[src/sbmc_pkg.sv]
package sbmc_pkg;

   // Sizes of the bone table and of one matrix.
   localparam int MAX_BONES  = 64;
   localparam int FRAC_BITS  = 16;
   localparam int DATA_W     = 32;
   localparam int BONE_W     = 6;
   localparam int COUNT_W    = 7;
   localparam int ELEM_W     = 4;
   localparam int MAT_ADDR_W = BONE_W + ELEM_W;
   localparam int PROD_W     = 2 * DATA_W;
   localparam int ACC_W      = PROD_W - FRAC_BITS + 2;

   // Request codes.
   localparam logic [2:0] REQ_RELATION = 3'd0;
   localparam logic [2:0] REQ_OWN      = 3'd1;
   localparam logic [2:0] REQ_FORM     = 3'd2;
   localparam logic [2:0] REQ_COMPUTE  = 3'd3;
   localparam logic [2:0] REQ_READ     = 3'd4;

   // Response status codes.
   localparam logic STATUS_OK      = 1'b0;
   localparam logic STATUS_INVALID = 1'b1;

   typedef enum logic [2:0] {
      ST_CLEAR,
      ST_IDLE,
      ST_READ,
      ST_PARENT,
      ST_MUL,
      ST_COPY,
      ST_FINISH
   } state_type;

   // Which product the sequencer is working on.
   typedef enum logic [1:0] {
      PH_ROOT,
      PH_CHAIN,
      PH_OWN
   } phase_type;

   // Control travelling alongside the operands into the multiply unit.
   typedef struct packed {
      logic              valid;
      logic              first;
      logic              last;
      logic [ELEM_W-1:0] elem;
   } mac_ctrl_type;

endpackage

[src/sbmc_mac.sv]
module sbmc_mac (
   input  logic                         clock,
   input  logic                         reset,
   input  sbmc_pkg::mac_ctrl_type       ctrl,
   input  logic [sbmc_pkg::DATA_W-1:0]  a_data,
   input  logic [sbmc_pkg::DATA_W-1:0]  b_data,
   input  logic [sbmc_pkg::ELEM_W-1:0]  copy_index,
   output logic [sbmc_pkg::DATA_W-1:0]  copy_data,
   output logic                         done
);
   import sbmc_pkg::*;

   mac_ctrl_type             ctrl_ff;
   logic signed [PROD_W-1:0] prod_ff;
   logic signed [ACC_W-1:0]  acc_ff;
   logic signed [ACC_W-1:0]  acc_in;
   logic signed [ACC_W-1:0]  term;
   logic [DATA_W-1:0]        sat_value;
   logic [DATA_W-1:0]        temp_ff [16];
   logic                     done_ff;
   logic                     fits;

   // Product stage: one signed 32 by 32 multiply per cycle.
   always_ff @(posedge clock) begin
      if (reset) begin
         ctrl_ff.valid <= 1'b0;
      end else begin
         ctrl_ff.valid <= ctrl.valid;
      end
      ctrl_ff.first <= ctrl.first;
      ctrl_ff.last  <= ctrl.last;
      ctrl_ff.elem  <= ctrl.elem;
      prod_ff       <= $signed(a_data) * $signed(b_data);
   end

   // Each partial product is floored before it joins the sum.
   always_comb begin
      term   = ACC_W'(prod_ff >>> FRAC_BITS);
      acc_in = (ctrl_ff.first ? '0 : acc_ff) + term;
      fits   = (&acc_in[ACC_W-1:DATA_W-1]) || !(|acc_in[ACC_W-1:DATA_W-1]);
      if (fits) begin
         sat_value = acc_in[DATA_W-1:0];
      end else if (acc_in[ACC_W-1]) begin
         sat_value = {1'b1, {(DATA_W-1){1'b0}}};
      end else begin
         sat_value = {1'b0, {(DATA_W-1){1'b1}}};
      end
   end

   // Accumulate and park finished elements in the result buffer.
   always_ff @(posedge clock) begin
      if (ctrl_ff.valid) begin
         acc_ff <= acc_in;
         if (ctrl_ff.last) begin
            temp_ff[ctrl_ff.elem] <= sat_value;
         end
      end
      if (reset) begin
         done_ff <= 1'b0;
      end else begin
         done_ff <= ctrl_ff.valid && ctrl_ff.last && (&ctrl_ff.elem);
      end
   end

   assign done      = done_ff;
   assign copy_data = temp_ff[copy_index];

endmodule

[config.mk]
export PLATFORM = sky130hd
export DESIGN_NAME = sbmc_mac
export DESIGN_NICKNAME = d
export VERILOG_FILES = /design/src/sbmc_pkg.sv /design/src/sbmc_mac.sv
export SDC_FILE = /design/constraint.sdc
export NUM_CORES = 2
export LEC_CHECK = 0
export BUFFER_PORTS_ARGS = -buffer_cell sky130_fd_sc_hd__buf_2
export CORE_ASPECT_RATIO = 1.4
export CORE_MARGIN = 5
export CORE_UTILIZATION = 50
export DETAILED_ROUTE_END_ITERATION = 7
export PLACE_DENSITY = 0.65
export SKIP_LAST_GASP = 1
export SYNTH_ARGS = -nofsm -noshare
export SYNTH_HDL_FRONTEND = slang
export SYNTH_SLANG_ARGS = --single-unit
[constraint.sdc]
create_clock -name clock -period 9.9 [get_ports clock]
set_input_delay 2.475 -clock clock [delete_from_list [all_inputs] [get_ports clock]]
set_output_delay 2.475 -clock clock [all_outputs]
set_load 0.005 [all_outputs]
Yosys cells after proc, flatten, opt, wreduce, memory -nomap -nowiden
Memory sizes are Yosys's and may differ from the RTL's.
Cells that the tools add are included.
- register bits after elaboration: 122
- RAM bits: 512
- input port bits: 77
- memories: 1
- $add $sub $neg: 1
- multipliers: 1
- multiplexer cells: 6
- reductions and logical operators: 7
- memories (name ; depth ; bits a word ; read ports ; clocked after Yosys merged registers in ; write ports ; RTL line ; RTL):
    temp_ff ; 16 ; 32 ; 1 ; 0 ; 1 ; sbmc_mac.sv:19 ; logic [DATA_W-1:0] temp_ff [16];
- operators with widths (cell ; count):
    32-bit by 32-bit multiplier with 64-bit output ; 1
    32-bit two-way mux ; 2
    50-bit adder ; 1
    50-bit two-way mux ; 1
    19-bit AND reduction ; 1
    19-bit OR reduction ; 1
    4-bit AND reduction ; 1
    1-bit two-way mux ; 3
    1-bit logical AND ; 2
    1-bit zero test ; 1
    1-bit logical OR ; 1

Longest topological paths before layout
- depth in word-level cells: 6
- gate-level depth with buffers: 28
- gate-level depth less buffers: 27

Worst setup path after synthesis
No wires, ideal clock.
- path kind: input -> register
- start point: input b_data[2] (netlist name)
- end point: register prod_ff[62]
- arrival: 9.644 ns
- required time: 9.773 ns
- path slack: 0.129 ns
- stages on the path: 24
- cells stage by stage: clkbuf_1 -> nand2_1 -> inv_1 -> fa_1 -> fa_1 -> fa_1 -> inv_1 -> fa_1 -> inv_1 -> fa_1 -> fa_1 -> inv_1 -> fa_1 -> fa_1 -> inv_1 -> ha_1 -> a21oi_1 -> o21bai_1 -> a21o_1 -> a21o_1 -> a21o_1 -> a2111oi_0 -> nor3_1 -> xor2_1
- cells in the longest elaborated chain, start to end: 1
- RTL lines (element ; RTL line ; RTL):
    from (decl) ; sbmc_mac.sv:6 ; input logic [sbmc_pkg::DATA_W-1:0] b_data,
    32-bit by 32-bit multiplier with 64-bit output ; sbmc_mac.sv:33 ; prod_ff <= $signed(a_data) * $signed(b_data);
    to (signal assigned) ; sbmc_mac.sv:33 ;
    to (decl) ; sbmc_mac.sv:14 ; logic signed [PROD_W-1:0] prod_ff;
Every way passes these cells.
A chain may end at the register's enable or synchronous reset.

Worst setup path after layout
- start point: input b_data[12] (netlist name)
- end point: register prod_ff[59]
The elaborated chain is that of the path after synthesis.

==> out/results.ini <==
[sta]
setup_slack_ps = 376
slew_violations = 0
finalHoldViolCount = 0
finClkSkew_ps = 51.8
setup_viol = 0
maxSlewHeadroom = 0.147
final.period_utilization = 0.962
worstMarginPinSlew_ps = 1280
holdWs_ps = 660
rsz0062_at_grt = no
max_freq_ghz = 0.105
period_minus_slack_ps = 9520

[routing]
drtPass1Iterations = 8
wire_per_inst_um = 21.3
post-route-drc-count = 0
vias = 38205
finalWirelength_um = 150000
routed_via_density = 5.43
ant_nets = 0
drt_first_iter_violations = 2191

[worst_setup_path]
path_buf_inv = 5
max_stage_delay_ps = 550
slowest_stage = fa_1
cpMostUsedCell = fa_1
crit_start = b_data[12]
cp_max_fo = 18
critPathTopFamily = adder cells
cp_data_required_time_ps = 10410
cp_data_arrival_time_ps = 10030
cp-end-kind = register
critPathLaunchType = input port
rr_startpoint = ctrl_ff[5]
crit_type = input port to register

[floorplanning]
start_util = 0.504
num_rows = 151
coreArea_sq_mm = 0.121
die_w_um = 306
dieArea_sq_mm = 0.130
fp.dieH_um = 424
io_pins = 110

[placed_design]
gp_congestion = 0.943
port_buffers = 109
post-place-ws_ps = -300
dp_hpwl_um = 117000

[finish]
area_delta_synth_final_pct = 9.92
antennaDiodeCount = 0
fillCellCount = 10285
nets = 6777
drive_gt1_frac = 0.133

[clocking]
cts.sinks = 618
clock_latency_ps = 630
max-clock-path-buffers = 3
post_cts_buffers = 0
cts_root_buffer = clkbuf_16
cts_buffers = 53
clk_pin_slew_ps = 60
ctsResizeCount = 0
cts_tree = yes
htreeDepth = 2
ctsHoldBuffers = 0

[synth]
syn-num-nets = 6573
yosys-top-cells-count = fa_1 (1082), inv_1 (1004), edfxtp_1 (562), nand2_1 (545), and2_1 (531)
yosysTopAreaCell = fa_1
synth_ff_type = edfxtp_1
ys_warn_count = 0
avgSynthCellArea_sq_um = 11.8
synth-edff-count = 562
yosys-top-cells-area = fa_1 (35%), edfxtp_1 (28%), inv_1 (6.2%)
synth_area_sq_mm = 0.0612
async_reset_ff_frac = 0
syn_inst = 5185
ys_seq_area_frac = 0.294
ys_seq_elements = 618
synth_cell_type_count = 71
yosysMostFrequentCell = fa_1
synth_top_area_share = 0.354

[grt]
grt_pass1_wl_um = 243000
grt_pass1_vias = 43538
antenna_found_initial = 3
grt.total_usage = 0.238
met1_usage = 0.292
grt-ovfl-total = 0
busiest_layer = met2
grt_use_met2 = 0.447
grt_max_degree = 78
grt_util_met3 = 0.0232

[min_path]
min-delay-path-class = register to register
hp-start = prod_ff[16]

[outcome]
status = complete, no violations

[run]
cap_viol_max_count = 0

-- state kept, by name, indices dropped and copies added, names as in the netlist --
name / flops
acc_ff: 50
ctrl_ff: 7
done: 1
prod_ff: 48
temp_ff: 512
-- cell families (layout without fill, tap and decap cells) --
| kind of cell | Yosys count | in the layout | share of synthesized area |
|---|---|---|---|
| fa+ha+maj | 1311 | 1311 | 0.401 |
| mux | 161 | 161 | 0.0591 |
| buf+inv | 1268 | 1516 | 0.0784 |
| simple gates | 1355 | 1355 | 0.112 |
| xor+xnor | 101 | 101 | 0.0145 |
| flops | 618 | 618 | 0.294 |
| compound gates | 371 | 371 | 0.0403 |
-- final cells by class --
| cell class | count | area [sq um] | area share |
|---|---|---|---|
| flip-flops and latches | 618 | 18000 | 0.268 |
| inverters | 1004 | 3770 | 0.0561 |
| well taps | 1606 | 2010 | 0.0299 |
| repair buffers | 413 | 3150 | 0.0468 |
| clock buffers | 61 | 1380 | 0.0205 |
| multi-input cells | 3299 | 38500 | 0.573 |
| clock inverters | 38 | 432 | 0.00642 |
-- metrics by stage --
step | std cells | TNS (ps) | instance area [sq um] | utilization
floorplan | 5185 | 0 | 61200 | -
global placement | 6940 | -1360 | 65400 | 0.539
detailed placement | 6940 | -1920 | 65400 | 0.539
CTS | 7039 | 0 | 67200 | 0.554
global route | 7039 | 0 | 67200 | 0.554
finish | 7039 | 0 | 67200 | 0.554
-- worst paths after layout --
check / end / slack [ps] / depth (start not counted)
max: prod_ff[59] / 380 / 26
min: acc_ff[0] / 660 / 1
max reg2reg: temp_ff[1][0] / 3050 / 15
min reg2reg: acc_ff[0] / 660 / 1
-- cell usage in the layout, fill, tap and decap left out, types with 16 or more instances in the layout --
master | synthesis | routed
o21a_1 | 17 | 17
nor2b_1 | 59 | 59
mux4_2 | 160 | 160
edfxtp_1 | 562 | 562
a31oi_1 | 16 | 16
a21oi_1 | 113 | 112
a21o_1 | 50 | 50
nand4_1 | 35 | 35
nand3_1 | 16 | 16
xnor2_1 | 66 | 66
buf_4 | 1 | 281
ha_1 | 229 | 229
o21ai_0 | 60 | 60
nand2_1 | 545 | 545
fa_1 | 1082 | 1082
inv_1 | 1004 | 1004
nand2b_1 | 21 | 21
a21oi_2 | 30 | 30
nor2_1 | 90 | 78
buf_12 | 0 | 24
dfxtp_1 | 56 | 54
and2_1 | 531 | 531
clkbuf_16 | 0 | 53
xor2_1 | 35 | 35
buf_2 | 8 | 104
-- layer usage --
layer / part of all wire / routed length, um
met5: 0.00014 / 21
met4: 0.033 / 4890
met3: 0.045 / 6810
met2: 0.54 / 81700
met1: 0.38 / 56500
Power is left out: the tool's default activity adds up to more than one toggle a clock period on the data nets, which glitch-free logic cannot reach.
